===== src/sv/chs_pkg.sv =====
// shared types and codes for the cuckoo hash table
// no dependencies
package chs_pkg;

	localparam logic [1:0] CMD_LOOKUP = 2'd0;
	localparam logic [1:0] CMD_INSERT = 2'd1;
	localparam logic [1:0] CMD_REMOVE = 2'd2;
	localparam logic [1:0] CMD_SPARE  = 2'd3;

	localparam logic REG_TABLE_SIZE = 1'b0;
	localparam logic REG_MAX_ROUNDS = 1'b1;

	localparam logic [2:0] ST_ABSENT  = 3'd0;
	localparam logic [2:0] ST_FOUND   = 3'd1;
	localparam logic [2:0] ST_INSERT  = 3'd2;
	localparam logic [2:0] ST_PRESENT = 3'd3;
	localparam logic [2:0] ST_REMOVED = 3'd4;
	localparam logic [2:0] ST_RM_MISS = 3'd5;
	localparam logic [2:0] ST_FAILED  = 3'd6;

	localparam logic [1:0] TBL_NONE   = 2'd0;
	localparam logic [1:0] TBL_FIRST  = 2'd1;
	localparam logic [1:0] TBL_SECOND = 2'd2;

	localparam logic KIND_DJB2 = 1'b0;
	localparam logic KIND_SDBM = 1'b1;

	localparam logic [31:0] DJB2_SEED = 32'd5381;

	typedef struct packed {
		logic start;
		logic kind;
	} hash_req_t;

	typedef struct packed {
		logic        valid;
		logic [63:0] key;
	} entry_t;

endpackage


===== src/sv/chs_hash.sv =====
// shared hash unit: one key byte per cycle, then a bit-serial remainder
// depends on chs_pkg
module chs_hash #(
	parameter int TABLE_DEPTH = 1024
) (
	input  logic              clk,
	input  logic              arst_n,
	input  chs_pkg::hash_req_t req,
	input  logic [63:0]       key,
	input  logic [$clog2(TABLE_DEPTH+1)-1:0] modulus,
	output logic              done,
	output logic [((TABLE_DEPTH > 1) ? $clog2(TABLE_DEPTH) : 1)-1:0] idx
);
	import chs_pkg::*;

	localparam int AW = (TABLE_DEPTH > 1) ? $clog2(TABLE_DEPTH) : 1;
	localparam int SW = $clog2(TABLE_DEPTH + 1);
	localparam int RW = SW + 1;

	logic          busy_q, modp_q, kind_q, done_q;
	logic [63:0]   kbuf_q;
	logic [31:0]   h_q;
	logic [RW-1:0] r_q;
	logic [4:0]    bit_q;
	logic [AW-1:0] idx_q;

	logic [7:0]    c;
	logic [31:0]   h_djb, h_sdbm;
	logic [RW-1:0] rsh, rsub, mext;
	logic          ge;

	assign c      = kbuf_q[7:0];
	assign h_djb  = (h_q << 5) + h_q + {24'd0, c};
	assign h_sdbm = {24'd0, c} + (h_q << 6) + (h_q << 16) - h_q;
	assign mext   = {1'b0, modulus};
	assign rsh    = {r_q[RW-2:0], h_q[31]};
	assign ge     = (rsh >= mext);
	assign rsub   = rsh - mext;

	always_ff @(posedge clk or negedge arst_n) begin
		if (!arst_n) begin
			busy_q <= 1'b0;
			modp_q <= 1'b0;
			done_q <= 1'b0;
			bit_q  <= '0;
		end else begin
			done_q <= 1'b0;
			if (req.start) begin
				busy_q <= 1'b1;
				modp_q <= 1'b0;
				bit_q  <= '0;
			end else if (busy_q) begin
				if (!modp_q) begin
					if (c == 8'd0) modp_q <= 1'b1;
				end else begin
					bit_q <= bit_q + 5'd1;
					if (bit_q == 5'd31) begin
						busy_q <= 1'b0;
						done_q <= 1'b1;
					end
				end
			end
		end
	end

	// datapath
	always_ff @(posedge clk) begin
		if (req.start) begin
			kind_q <= req.kind;
			kbuf_q <= key;
			h_q    <= (req.kind == KIND_SDBM) ? 32'd0 : DJB2_SEED;
			r_q    <= '0;
		end else if (busy_q) begin
			if (!modp_q) begin
				if (c != 8'd0) begin
					h_q    <= (kind_q == KIND_SDBM) ? h_sdbm : h_djb;
					kbuf_q <= kbuf_q >> 8;
				end
			end else begin
				r_q <= ge ? rsub : rsh;
				h_q <= h_q << 1;
				if (bit_q == 5'd31) idx_q <= AW'(ge ? rsub : rsh);
			end
		end
	end

	assign done = done_q;
	assign idx  = idx_q;

endmodule


===== config.mk =====
export PLATFORM = sky130hd
export DESIGN_NAME = chs_hash
export DESIGN_NICKNAME = d
export VERILOG_FILES = /design/src/sv/chs_pkg.sv /design/src/sv/chs_hash.sv
export SDC_FILE = /design/constraint.sdc
export NUM_CORES = 1
export LEC_CHECK = 0
export BUFFER_PORTS_ARGS = -buffer_cell sky130_fd_sc_hd__buf_4
export CAP_MARGIN = 25
export CELL_PAD_IN_SITES_DETAIL_PLACEMENT = 0
export CELL_PAD_IN_SITES_GLOBAL_PLACEMENT = 1
export CORE_AREA = 3 3 152 154
export DETAILED_ROUTE_END_ITERATION = 8
export DIE_AREA = 0 0 155 157
export PLACE_DENSITY_LB_ADDON = 0.3
export SYNTH_ARGS = -nofsm -noshare
export SYNTH_HDL_FRONTEND = slang
export SYNTH_SLANG_ARGS = --single-unit

===== constraint.sdc =====
create_clock -name clk -period 3.8 [get_ports clk]
set_clock_uncertainty 0.05 [all_clocks]
set_input_delay 0.76 -clock clk [delete_from_list [all_inputs] [get_ports clk]]
set_output_delay 0.76 -clock clk [all_outputs]
set_load 0.01 [all_outputs]

Word level (Yosys, flattened, before mapping)
Cells that the tools add are included.
{"block": "word_totals", "register_bits": 126, "out_inout_bits": 11}
{"block": "classes", "n_addsub": 7, "order_cmp": 1, "n_eq_ne": 2, "n_mux": 26, "bitwise_logic": 1, "reduce_logical": 11}
{"operator": "$mux 64", "n": 4}
{"operator": "$mux 32", "n": 5}
{"operator": "$add 32x32->32", "n": 2}
{"operator": "$add 32x8->32", "n": 1}
{"operator": "$add 8x32->32", "n": 1}
{"operator": "$sub 32x32->32", "n": 1}
{"operator": "$mux 5", "n": 3}
{"operator": "$mux 13", "n": 1}
{"operator": "$ge 12x11->1", "n": 1}
{"operator": "$mux 1", "n": 12}
{"operator": "$mux 11", "n": 1}
{"operator": "$sub 11x11->11", "n": 1}
{"operator": "$logic_not 8->1", "n": 1}
{"operator": "$reduce_bool 8->1", "n": 1}
{"operator": "$reduce_and 2->1", "n": 3}
{"operator": "$reduce_bool 2->1", "n": 3}
{"operator": "$add 5x1->5 const B", "n": 1}
{"operator": "$eq 5x5->1 const B", "n": 1}
{"operator": "$reduce_and 4->1", "n": 1}
{"operator": "$reduce_and 3->1", "n": 1}
{"operator": "$reduce_bool 3->1", "n": 1}
{"operator": "$ne 2x2->1 const B", "n": 1}
{"operator": "$not 1->1", "n": 1}

Depth between registers and ports, before layout
Gate-level depths: netlist (run 1).
{"block": "logic_depth", "depth_word": 8, "ltp_mapped": 15, "ltp_nobuf": 15}

Worst setup path after synthesis (run 1)
No wires, ideal clock.
{"block": "synth_timing", "path_kind": "reg2reg", "startpoint": "reg h_q[0]", "endpoint": "reg h_q[28] (data pin)", "setup_time_ns": 0.207, "t_arrival_ns": 3.145, "t_required_ns": 3.543, "setup_slack_ns": 0.398, "stages_incl_launch_ff": 14, "path_buffers": 0, "period_less_slack_ns": 3.402, "path_cell_list": "edfxtp_1 inv_1 fa_1 inv_1 ha_1 o2111ai_1 nor2_1 a221oi_1 a21oi_1 a41o_1 a31oi_1 xnor2_1 nor3_1 a2111oi_0"}
{"block": "synth_via", "elab_chain_cells": 8, "elab_cells_between_ends": 10, "classes_between": "add/sub (5); mux (5)"}
{"item": "start, declared", "line_no": "chs_hash.sv:22", "rtl": "logic [31:0] h_q;"}
{"item": "start signal, assigned", "line_no": "chs_hash.sv:71", "rtl": "h_q <= (req.kind == KIND_SDBM) ? 32'd0 : DJB2_SEED;"}
{"item": "start signal, assigned", "line_no": "chs_hash.sv:76", "rtl": "h_q <= (kind_q == KIND_SDBM) ? h_sdbm : h_djb;"}
{"item": "start signal, assigned", "line_no": "chs_hash.sv:81", "rtl": "h_q <= h_q << 1;"}
{"item": "$add 8x32->32", "line_no": "chs_hash.sv:34", "rtl": "assign h_sdbm = {24'd0, c} + (h_q << 6) + (h_q << 16) - h_q;"}
{"item": "$add 32x32->32", "line_no": "chs_hash.sv:34"}
{"item": "$sub 32x32->32", "line_no": "chs_hash.sv:34"}
{"item": "$mux 32 (*)", "line_no": "chs_hash.sv:76"}
{"item": "$mux 32 (*)", "line_no": "chs_hash.sv:75", "rtl": "if (c != 8'd0) begin"}
{"item": "$mux 32 (*)", "line_no": "chs_hash.sv:74", "rtl": "if (!modp_q) begin"}
{"item": "$mux 32 (*)", "line_no": "chs_hash.sv:73", "rtl": "end else if (busy_q) begin"}
{"item": "$mux 32 (*)", "line_no": "chs_hash.sv:68", "rtl": "if (req.start) begin"}
Mark *: on every way between the ends. The rest lies on a longest branch, timed or not. The select of a mux whose other input is x is not followed.
A chain may end at the register's enable or synchronous reset.

Final worst setup path (run 1)
{"block": "layout_timing", "startpoint": "reg kbuf_q[5]", "endpoint": "reg h_q[28] (data pin)"}
{"block": "layout_via", "elab_chain_cells": 8, "elab_cells_between_ends": 9, "classes_between": "add/sub (4); mux (5)"}
{"item": "start, declared", "line_no": "chs_hash.sv:21", "rtl": "logic [63:0] kbuf_q;"}
{"item": "start signal, assigned", "line_no": "chs_hash.sv:70", "rtl": "kbuf_q <= key;"}
{"item": "start signal, assigned", "line_no": "chs_hash.sv:77", "rtl": "kbuf_q <= kbuf_q >> 8;"}
{"item": "$add 8x32->32", "line_no": "chs_hash.sv:34"}
{"item": "$add 32x32->32", "line_no": "chs_hash.sv:34"}
{"item": "$sub 32x32->32", "line_no": "chs_hash.sv:34"}
{"item": "$mux 32 (*)", "line_no": "chs_hash.sv:76"}
{"item": "$mux 32 (*)", "line_no": "chs_hash.sv:75"}
{"item": "$mux 32 (*)", "line_no": "chs_hash.sv:74"}
{"item": "$mux 32 (*)", "line_no": "chs_hash.sv:73"}
{"item": "$mux 32 (*)", "line_no": "chs_hash.sv:68"}
Marks and branches as above.

==> flow_summary_export.csv, run 1 <==
group,metric,value,unit
synthesis,synth-edff-count,107,
routing,vias,8219,
floorplan,initial_utilization,0.480,
routing,drt_wl_total,26.4,mm
synthesis,synth_area,10500,um^2
synthesis,synth_compound_area_frac,0.178,
finish,layout-drive-gt1-share,0.208,
clock_tree,cts_root_buf,"clkbuf_16",
routing,antenna_left,0,
clock_tree,hold_buffers,0,
clock_tree,path_clk_slew,70,ps
synthesis,yosysSeqAreaShare,0.347,
worst_hold_path,hold_path_class,"input port to asynchronous set/reset pin",
power,p_clk_frac,0.144,
synthesis,async_reset_ff_frac,0.0635,
synthesis,synth_top_family_by_area,"adder cells",
power,switching_share,0.481,
finish,final.fill_count,1915,
setup_path,crit_chain,"inv_1 -> fa_1 -> inv_1 -> ha_1 -> o2111ai_2 -> nor2_1 -> a221oi_2 -> a21oi_2 -> a41o_1 -> a31oi_1 -> xnor2_1 -> nor3_1 -> a2111oi_2",
synthesis,syn_avg_cell_area,9.85,um^2
run,cap_violations,0,
setup_path,crit_fanout,4,
power,p_comb_frac,0.679,
floorplan,core_area,21800,um^2
status,status,"finished clean",
synthesis,synth_fp_nets,1281,
timing,fmax,0.277,GHz
clock_tree,cts_htree_levels,4,
timing,timing_hold_violations_final,0,
timing,hold_slack,90.0,ps
finish,finalNonFillerCells,1448,
timing,tightest_slew,789,ps
synthesis,yosysUniqueCellTypes,68,
global_route,overflow,0,
synthesis,synthAdderAreaFrac,0.181,
power,intPower,5.95,mW
placed_design,port_buffers,89,
timing,finalMaxSlewViolations,0,
clock_tree,tritoncts,"yes",
global_route,antenna_found_initial,0,
setup_path,worst_path_max_delay_cell,"fa_1",
synthesis,synthSimpleGateAreaFrac,0.116,
timing,setup_viol,0,
synthesis,ys_ff_latch,126,
setup_path,crit_path_start_kind,"flip-flop",
power,p_per_area,939,nW/um^2
global_route,grt_max_degree,85,
setup_path,slowest_delay,560,ps
synthesis,yosys_most_used_dff,"edfxtp_1",
floorplan,ios,90,
routing,drtPass1Iterations,5,
placed_design,dp.final_hpwl,19.8,mm
power,leakage,5.40,nW
finish,final-seq-area,3630,um^2
setup_path,endpoint_kind,"flip-flop",
global_route,grt_pass1_vias,8171,
floorplan,die_area,24300,um^2
clock_tree,clkSinkCount,126,
clock_tree,cts.path.max_buffers,2,
finish,syn2layout_area_growth,16.4,%
setup_path,cp_common_cell,"inv_1",
routing,wl_per_cell,18.2,um
finish,multiInputGateArea,6400,um^2
routing,drcViolationCount,0,
power,sequentialPowerShare,0.177,
floorplan,core.rowCount,54,
floorplan,die_y,157,um
setup_path,required,3960,ps
global_route,track_usage,0.220,
power,vdd_ir_drop_max,0.000428,V
power,power_switching,5.51,mW
synthesis,yosys_warnings,0,
synthesis,synthCells,1064,
timing,min_period_over_period,0.951,
timing,tns,0,ps
timing,timing.slew.headroom,0.472,
routing,initialDrtViolationCount,674,
floorplan,dieWidth,155,um
finish,insertedDiodeCount,0,
setup_path,path_class,"flip-flop to flip-flop",
global_route,grt_first_pass_wirelength,42.9,mm
synthesis,synth_xor_area_frac,0.0535,
placed_design,place.gp.congestion,0.849,
routing,viasPerCell,5.68,
clock_tree,insertion_delay,420,ps
placed_design,place_inst,1414,
setup_path,worstPathArrival,3780,ps
synthesis,synthMuxAreaShare,0.0740,
clock_tree,cts_buffers,17,
finish,final_nets,1372,
timing,period_needed,3610,ps
-- path summary, 6_finish.rpt --
check / startpoint / endpoint / slack [ps] / cells after the start
max: kbuf_q[5]$_DFFE_PP_ / h_q[28]$_SDFFCE_PP0P_ / 190 / 13
min in group clk: r_q[6]$_SDFFE_PP0P_ / r_q[6]$_SDFFE_PP0P_ / 420 / 2
min reg2reg: r_q[6]$_SDFFE_PP0P_ / r_q[6]$_SDFFE_PP0P_ / 420 / 2
min: arst_n / done$_DFF_PN0_ / 90 / 1
max reg2reg: kbuf_q[5]$_DFFE_PP_ / h_q[28]$_SDFFCE_PP0P_ / 190 / 13
max in group asynchronous: arst_n / busy_q$_DFF_PN0_ / 3480 / 1
-- cell type report --
class,count,share of cell area
tap,280,0.0287
sequential,126,0.298
timing repair buffer,113,0.0716
multi-input combinational,803,0.524
clock buffer,17,0.0349
inverter,94,0.0289
clock inverter,15,0.0136
-- critical path: cells and delay by family, from the launching register on --
family                   cells  cell delay (ps)
AO/OA/AOI/OAI                6             1590
buffers and inverters        2              130
adder cells (fa/ha/maj)      2              920
XOR/XNOR                     1              150
flip-flops                   1              380
AND/OR/NAND/NOR              2              180
-- cell usage after synthesis (all sizes together) (13+ instances only) --
library cell	count	area, um^2
a211oi	36	288
a21o	24	180
a21oi	93	473
and2	14	87.6
buf	25	125
clkbuf	16	60.1
edfxtp	107	3210
fa	23	460
ha	115	1440
inv	94	353
mux2	64	736
nand2	75	282
nand2b	14	87.6
nand3	16	90.1
nand4	13	81.3
nor2	65	244
nor3	15	75.1
o211ai	13	97.6
o21ai	50	254
xnor2	35	307
xor2	29	254
-- sequential cells by signal, indices dropped and copies added, names as in the netlist --
register / count
busy_q: 1
modp_q: 1
bit_q: 5
kind_q: 1
idx: 10
r_q: 11
kbuf_q: 64
h_q: 32
done: 1
-- per-stage QoR --
| stage | total power [mW] | setup WS, ps | util | instance area, um^2 |
|---|---|---|---|---|
| floorplan | 7.66 | 398 | - | 10500 |
| global placement | 9.42 | 161 | 0.527 | 11500 |
| detailed placement | 9.41 | -9.77 | 0.527 | 11500 |
| CTS | 11.2 | 7.71 | 0.555 | 12100 |
| global route | 12.4 | -46.8 | 0.559 | 12200 |
| finish | 11.5 | 185 | 0.559 | 12200 |
-- power by group through the flow --
stage	logic (mW)	clock network (mW)	registers (mW)
global placement	7.37	0	2.05
CTS	7.48	1.67	2.03
floorplan	5.69	0	1.97
global route	8.65	1.73	2.06
finish	7.78	1.65	2.03
detailed placement	7.36	0	2.06
-- logic make-up after synthesis --
group	after synthesis
compound gates	282
simple gates	251
fa+ha+maj	138
buf+inv	135
flops	126
mux	68
xor+xnor	64
-- routing by layer --
layer	GRT usage	up-vias	routed length (um)
met2	0.347	246	12100
met4	0.0610	0	555
met3	0.0432	37	1710
li1	-	4053	-
met5	0	-	0
met1	0.311	3883	12000
-- cells in the final DEF (no fill, tap or decap), types with 6 or more instances in the layout --
master and n:
and3_1 11, nor2_1 65, nand2_1 75, a21oi_1 88, nand2b_1 14, and2_1 14
xor2_1 28, clkbuf_16 17, nor3_1 15, a21o_1 24, o21ai_0 43, inv_1 94
o21bai_1 6, a211oi_1 32, o21a_1 8, xnor2_1 35, nand4_1 13, ha_1 114
mux2_2 60, nor2b_1 9, fa_1 23, dfxtp_1 11, dfrtp_1 8, o211ai_1 13
nand3_1 14, buf_4 111, edfxtp_1 107
-- repair_timing --
action | in CTS | in global routing
resized for setup | 1 | 18
setup endpoints to repair | 1 | 9
pin swaps | 0 | 3
setup buffers | 0 | 2
(Power assumes the default switching activity.)
==> run 2: changes to the inputs <==
--- a/config.mk
+++ b/config.mk
@@ -9,10 +9,11 @@
 export CAP_MARGIN = 25
 export CELL_PAD_IN_SITES_DETAIL_PLACEMENT = 0
 export CELL_PAD_IN_SITES_GLOBAL_PLACEMENT = 1
-export CORE_AREA = 3 3 152 154
+export CORE_AREA = 3 3 159 161
 export DETAILED_ROUTE_END_ITERATION = 8
-export DIE_AREA = 0 0 155 157
+export DIE_AREA = 0 0 162 164
 export PLACE_DENSITY_LB_ADDON = 0.3
+export SLEW_MARGIN = 25
 export SYNTH_ARGS = -nofsm -noshare
 export SYNTH_HDL_FRONTEND = slang
 export SYNTH_SLANG_ARGS = --single-unit
==> constraint.sdc (replaced) <==
create_clock -name clk -period 2.9 [get_ports clk]
set_clock_uncertainty 0.05 [all_clocks]
set_input_delay 0.58 -clock clk [delete_from_list [all_inputs] [get_ports clk]]
set_output_delay 0.58 -clock clk [all_outputs]
set_load 0.01 [all_outputs]
==> flow_summary_export.csv, run 2 (same netlist as run 1, synthesis figures left out) <==
group,metric,value,unit
status,status,"finished with violations",
status,failed_checks,"setup timing",
routing,drt_wl_total,29.6,mm
timing,rsz0062_at_grt,"yes",
finish,finalNonFillerCells,1692,
floorplan,die_y,164,um
routing,drcViolationCount,0,
finish,fin_area,14600,um^2
routing,vias,9034,
setup_path,crit_fanout,4,
setup_path,path_class,"flip-flop to flip-flop",
timing,min_period_over_period,1.15,
timing,finalMaxSlewViolations,0,
setup_path,required,3060,ps
finish,layout-drive-gt1-share,0.399,
clock_tree,insertion_delay,430,ps
floorplan,die_area,26600,um^2
floorplan,initial_utilization,0.435,
finish,layout_common_cells,"buf_4 (298), edfxtp_1 (107), ha_1 (91)",
power,p_per_area,1350,nW/um^2
timing,setup_viol,23,
finish,final_common_cell,"buf_4",
floorplan,ios,90,
timing,tightest_slew,920,ps
clock_tree,cts_htree_levels,4,
finish,largest_registers,"kbuf_q (64), h_q (32), r_q (11)",
routing,initialDrtViolationCount,471,
finish,insertedDiodeCount,0,
global_route,overflow,0,
setup_path,worst_path_max_delay_cell,"fa_1",
setup_path,crit_path_start_kind,"flip-flop",
setup_path,worstPathArrival,3490,ps
placed_design,place_inst,1639,
finish,final.fill_count,2041,
clock_tree,clkSinkCount,126,
timing,period_needed,3330,ps
power,vdd_ir_drop_max,0.000674,V
global_route,grt_max_degree,65,
placed_design,placed_cell_area,13100,um^2
timing,fmax,0.300,GHz
routing,viasPerCell,5.34,
timing,fin_ws,-429,ps
placed_design,place.gp.congestion,0.888,
timing,timing.slew.headroom,0.387,
finish,largest_reg_flops,64,
clock_tree,cts.path.max_buffers,2,
clock_tree,cts_root_buf,"clkbuf_16",
finish,top_register,"kbuf_q",
clock_tree,path_clk_slew,70,ps
routing,wl_per_cell,17.5,um
timing,timing_hold_violations_final,0,
placed_design,port_buffers,89,
clock_tree,cts_buffers,17,
setup_path,crit_chain,"inv_2 -> buf_4 -> fa_1 -> inv_2 -> ha_4 -> o211ai_1 -> nand2_1 -> o41ai_4 -> o21ai_2 -> nand3_4 -> a21oi_1 -> o22ai_1 -> xor2_1 -> a2111oi_1",
floorplan,core_area,24100,um^2
placed_design,dp.final_hpwl,22.1,mm
setup_path,endpoint_kind,"flip-flop",
finish,final_nets,1572,
setup_path,cp_common_cell,"inv_2",
global_route,grt_pass1_vias,9329,
floorplan,dieWidth,162,um
floorplan,core.rowCount,57,
worst_hold_path,hold_path_class,"input port to flip-flop",
routing,drtPass1Iterations,7,
global_route,antenna_found_initial,0,
global_route,grt_first_pass_wirelength,47.9,mm
finish,syn2layout_area_growth,39.4,%
power,leakage,6.50,nW
run,cap_violations,0,
setup_path,slowest_delay,530,ps
global_route,track_usage,0.226,
clock_tree,tritoncts,"yes",
routing,antenna_left,0,
## run 2: layout make-up
type / instances / area, um^2 / share of cell area
Tap cell: 324 / 405 / 0.0278
Clock buffer: 17 / 425 / 0.0291
Sequential cell: 126 / 3630 / 0.249
Inverter: 94 / 355 / 0.0243
Clock inverter: 15 / 169 / 0.0116
Timing Repair Buffer: 313 / 2430 / 0.166
Multi-Input combinational cell: 803 / 7190 / 0.492
## run 2: timing repair
action | in CTS | in global routing
pin swaps | 53 | 43
cloned | 0 | 0
endpoints found under the setup margin | 26 | 45
resized for setup | 80 | 73
buffers inserted | 14 | 7
hold endpoints to repair | 8 | 0
hold buffers | 1 | 0
## run 2: worst paths after layout
check | startpoint | end | slack, ps | depth (start not counted)
max in group asynchronous | arst_n | bit_q[0]$_DFFE_PN0P_ | 2200 | 2
worst max-delay path | h_q[1]$_SDFFCE_PP0P_ | h_q[28]$_SDFFCE_PP0P_ | -430 | 14
worst min-delay path | req[0] | kind_q$_DFFE_PP_ | 330 | 1
min in group asynchronous | arst_n | bit_q[3]$_DFFE_PN0P_ | 470 | 2
worst max register to register | h_q[1]$_SDFFCE_PP0P_ | h_q[28]$_SDFFCE_PP0P_ | -430 | 14
worst min register to register | r_q[6]$_SDFFE_PP0P_ | r_q[6]$_SDFFE_PP0P_ | 430 | 2
## run 2: stage by stage
step                      TNS [ps]  power (mW)  utilization  hold slack, ps  worst slack, ps
after detailed placement    -12060        15.1        0.543             356             -803
final                        -6190        19.7        0.606             333             -429
after CTS                    -5780        18.5        0.590             311             -396
after global placement      -10830        15.0        0.543             353             -702
after global routing         -9320        21.2        0.606             316             -568
after floorplan              -1490        10.3            -             234             -212
## run 2: per-layer routing
layer | share of wire | track usage
met5 | 0 | 0
met2 | 0.48 | 0.378
met3 | 0.054 | 0.0346
met1 | 0.45 | 0.303
met4 | 0.023 | 0.0713
## run 2: worst max-delay path, delay by kind of cell, from the launching register on
family | cells | cell delay (ps)
AO/OA/AOI/OAI | 6 | 1160
XOR/XNOR | 1 | 190
AND/OR/NAND/NOR | 2 | 270
buffers and inverters | 3 | 270
adder cells (fa/ha/maj) | 2 | 810
flip-flops | 1 | 360
## run 2: power by group
part	switching [mW]	internal (mW)	total, mW
logic	7.56	7.34	14.9
clock network	0.947	1.23	2.18
registers	0.234	2.36	2.60
total	8.74	10.9	19.7
==> run 3: changes to the inputs <==
--- a/config.mk
+++ b/config.mk
@@ -13,6 +13,7 @@
 export DETAILED_ROUTE_END_ITERATION = 8
 export DIE_AREA = 0 0 162 164
 export PLACE_DENSITY_LB_ADDON = 0.3
+export RECOVER_POWER = 50
 export SLEW_MARGIN = 25
 export SYNTH_ARGS = -nofsm -noshare
 export SYNTH_HDL_FRONTEND = slang
==> constraint.sdc (replaced) <==
create_clock -name clk -period 2.9 [get_ports clk]
set_clock_uncertainty 0.05 [all_clocks]
set_input_delay 0.435 -clock clk [delete_from_list [all_inputs] [get_ports clk]]
set_output_delay 0.435 -clock clk [all_outputs]
set_load 0.01 [all_outputs]
==> flow_summary_export.csv, run 3 (same netlist as run 1, synthesis figures left out) <==
group,metric,value,unit
status,status,"finished with violations",
status,failed_checks,"capacitance limit, slew limit, setup timing",
power,p_per_area,1400,nW/um^2
routing,drt_wl_total,30.9,mm
clock_tree,insertion_delay,430,ps
setup_path,worstPathArrival,3510,ps
timing,finalMaxSlewViolations,71,
setup_path,endpoint_kind,"flip-flop",
global_route,grt_first_pass_wirelength,48.7,mm
global_route,grt_pass1_vias,9357,
power,vdd_ir_drop_max,0.000721,V
floorplan,dieWidth,162,um
timing,hold_slack,240,ps
timing,timing.slew.headroom,-0.00272,
floorplan,ios,90,
global_route,track_usage,0.230,
routing,wl_per_cell,18.1,um
floorplan,initial_utilization,0.435,
setup_path,required,3020,ps
timing,tightest_slew,1500,ps
clock_tree,clkSinkCount,126,
setup_path,path_class,"flip-flop to flip-flop",
clock_tree,cts_root_buf,"clkbuf_16",
finish,finalNonFillerCells,1705,
finish,top_register,"kbuf_q",
global_route,antenna_found_initial,0,
routing,vias,9311,
finish,layout-drive-gt1-share,0.407,
finish,final-seq-area,3630,um^2
finish,largest_registers,"kbuf_q (64), h_q (32), r_q (11)",
timing,rsz0062_at_grt,"yes",
placed_design,place_inst,1638,
timing,setup_viol,35,
floorplan,die_area,26600,um^2
power,leakage,6.55,nW
routing,drcViolationCount,0,
run,cap_violations,1,
routing,antenna_left,0,
routing,viasPerCell,5.46,
finish,final.fill_count,2048,
global_route,overflow,0,
worst_hold_path,hold_path_class,"input port to flip-flop",
finish,largest_reg_flops,64,
setup_path,timing.rr.start,"h_q[0]$_DFFE_PP_",
finish,final_common_cell,"buf_4",
clock_tree,tritoncts,"yes",
finish,syn2layout_area_growth,41.3,%
finish,fin_area,14800,um^2
setup_path,crit_path_start_kind,"flip-flop",
worst_hold_path,hold_start,"key[61]",
finish,insertedDiodeCount,0,
timing,min_period_over_period,1.17,
clock_tree,cts_htree_levels,4,
clock_tree,cts_buffers,17,
global_route,grt_max_degree,72,
timing,period_needed,3390,ps
placed_design,port_buffers,89,
setup_path,startpoint,"h_q[0]$_DFFE_PP_",
placed_design,place.gp.congestion,0.887,
timing,fin_ws,-489,ps
clock_tree,cts.path.max_buffers,2,
placed_design,placed_cell_area,13100,um^2
power,p_total,20.8,mW
setup_path,crit_fanout,5,
floorplan,die_y,164,um
floorplan,core_area,24100,um^2
finish,multiInputGateArea,7300,um^2
clock_tree,path_clk_slew,70,ps
timing,timing_hold_violations_final,0,
placed_design,dp.final_hpwl,22.4,mm
finish,final_nets,1585,
finish,layout_common_cells,"buf_4 (285), edfxtp_1 (107), ha_1 (90)",
routing,initialDrtViolationCount,573,
routing,drtPass1Iterations,5,
floorplan,core.rowCount,57,
timing,fmax,0.295,GHz
-- run 3: through the flow --
| stage | TNS [ps] | worst slack [ps] | utilization |
|---|---|---|---|
| 3_5_place_dp | -9950 | -698 | 0.542 |
| 5_1_grt | -16250 | -626 | 0.614 |
| 2_1_floorplan | -1490 | -212 | - |
| 4_1_cts | -6250 | -474 | 0.594 |
| 3_3_place_gp | -8930 | -790 | 0.542 |
| 6_report | -7470 | -489 | 0.614 |
-- run 3: critical path: stages (launching register included) --
cell and delay (ps):
edfxtp_1 400, buf_4 160, buf_6 110, fa_1 520, ha_4 310, buf_12 110, nand4_1 90, a211o_1 310
a211o_1 360, a31o_4 270, o21ai_4 130, nand4_1 120, o41ai_2 90, nor4_1 100
-- run 3: power breakdown --
| part | internal (mW) | total [mW] | switching, mW | leakage [nW] |
|---|---|---|---|---|
| registers | 2.36 | 2.60 | 0.234 | 1.36 |
| clock network | 1.24 | 2.24 | 0.997 | 0.299 |
| logic | 7.83 | 15.9 | 8.12 | 4.89 |
-- run 3: final timing paths --
check                                           end  slack [ps]  cells past startpoint
setup reg to reg              h_q[31]$_SDFFCE_PP0P_        -490                     13
setup / recovery              h_q[31]$_SDFFCE_PP0P_        -490                     13
hold reg to reg                 r_q[8]$_SDFFE_PP0P_         420                      2
min in group asynchronous            done$_DFF_PN0_         440                      2
max in group asynchronous      bit_q[2]$_DFFE_PN0P_        2050                      2
hold / removal             kbuf_q[61]$_SDFFCE_PN0P_         240                      2
-- run 3: metal layers --
metal / up-vias / global-route usage / share of wire
met2: 284 / 0.384 / 0.48
met3: 48 / 0.0353 / 0.052
li1: 4480 / - / -
met4: 0 / 0.0694 / 0.027
met1: 4499 / 0.311 / 0.44
met5: - / 0 / 0
-- run 3: layout make-up --
class / count / share of cell area
multi-input cells: 803 / 0.493
clock buffers: 17 / 0.0287
clock inverters: 15 / 0.0131
well taps: 324 / 0.0274
flip-flops and latches: 126 / 0.245
repair buffers: 326 / 0.168
inverters: 94 / 0.0242
-- run 3: what timing repair did --
item,4_1_cts,5_1_grt
buffers inserted,20,20
cloned,0,0
endpoints found under the hold margin,8,0
resized for setup,105,92
setup endpoints to repair,40,44
hold buffers,1,0
pin swaps,82,90
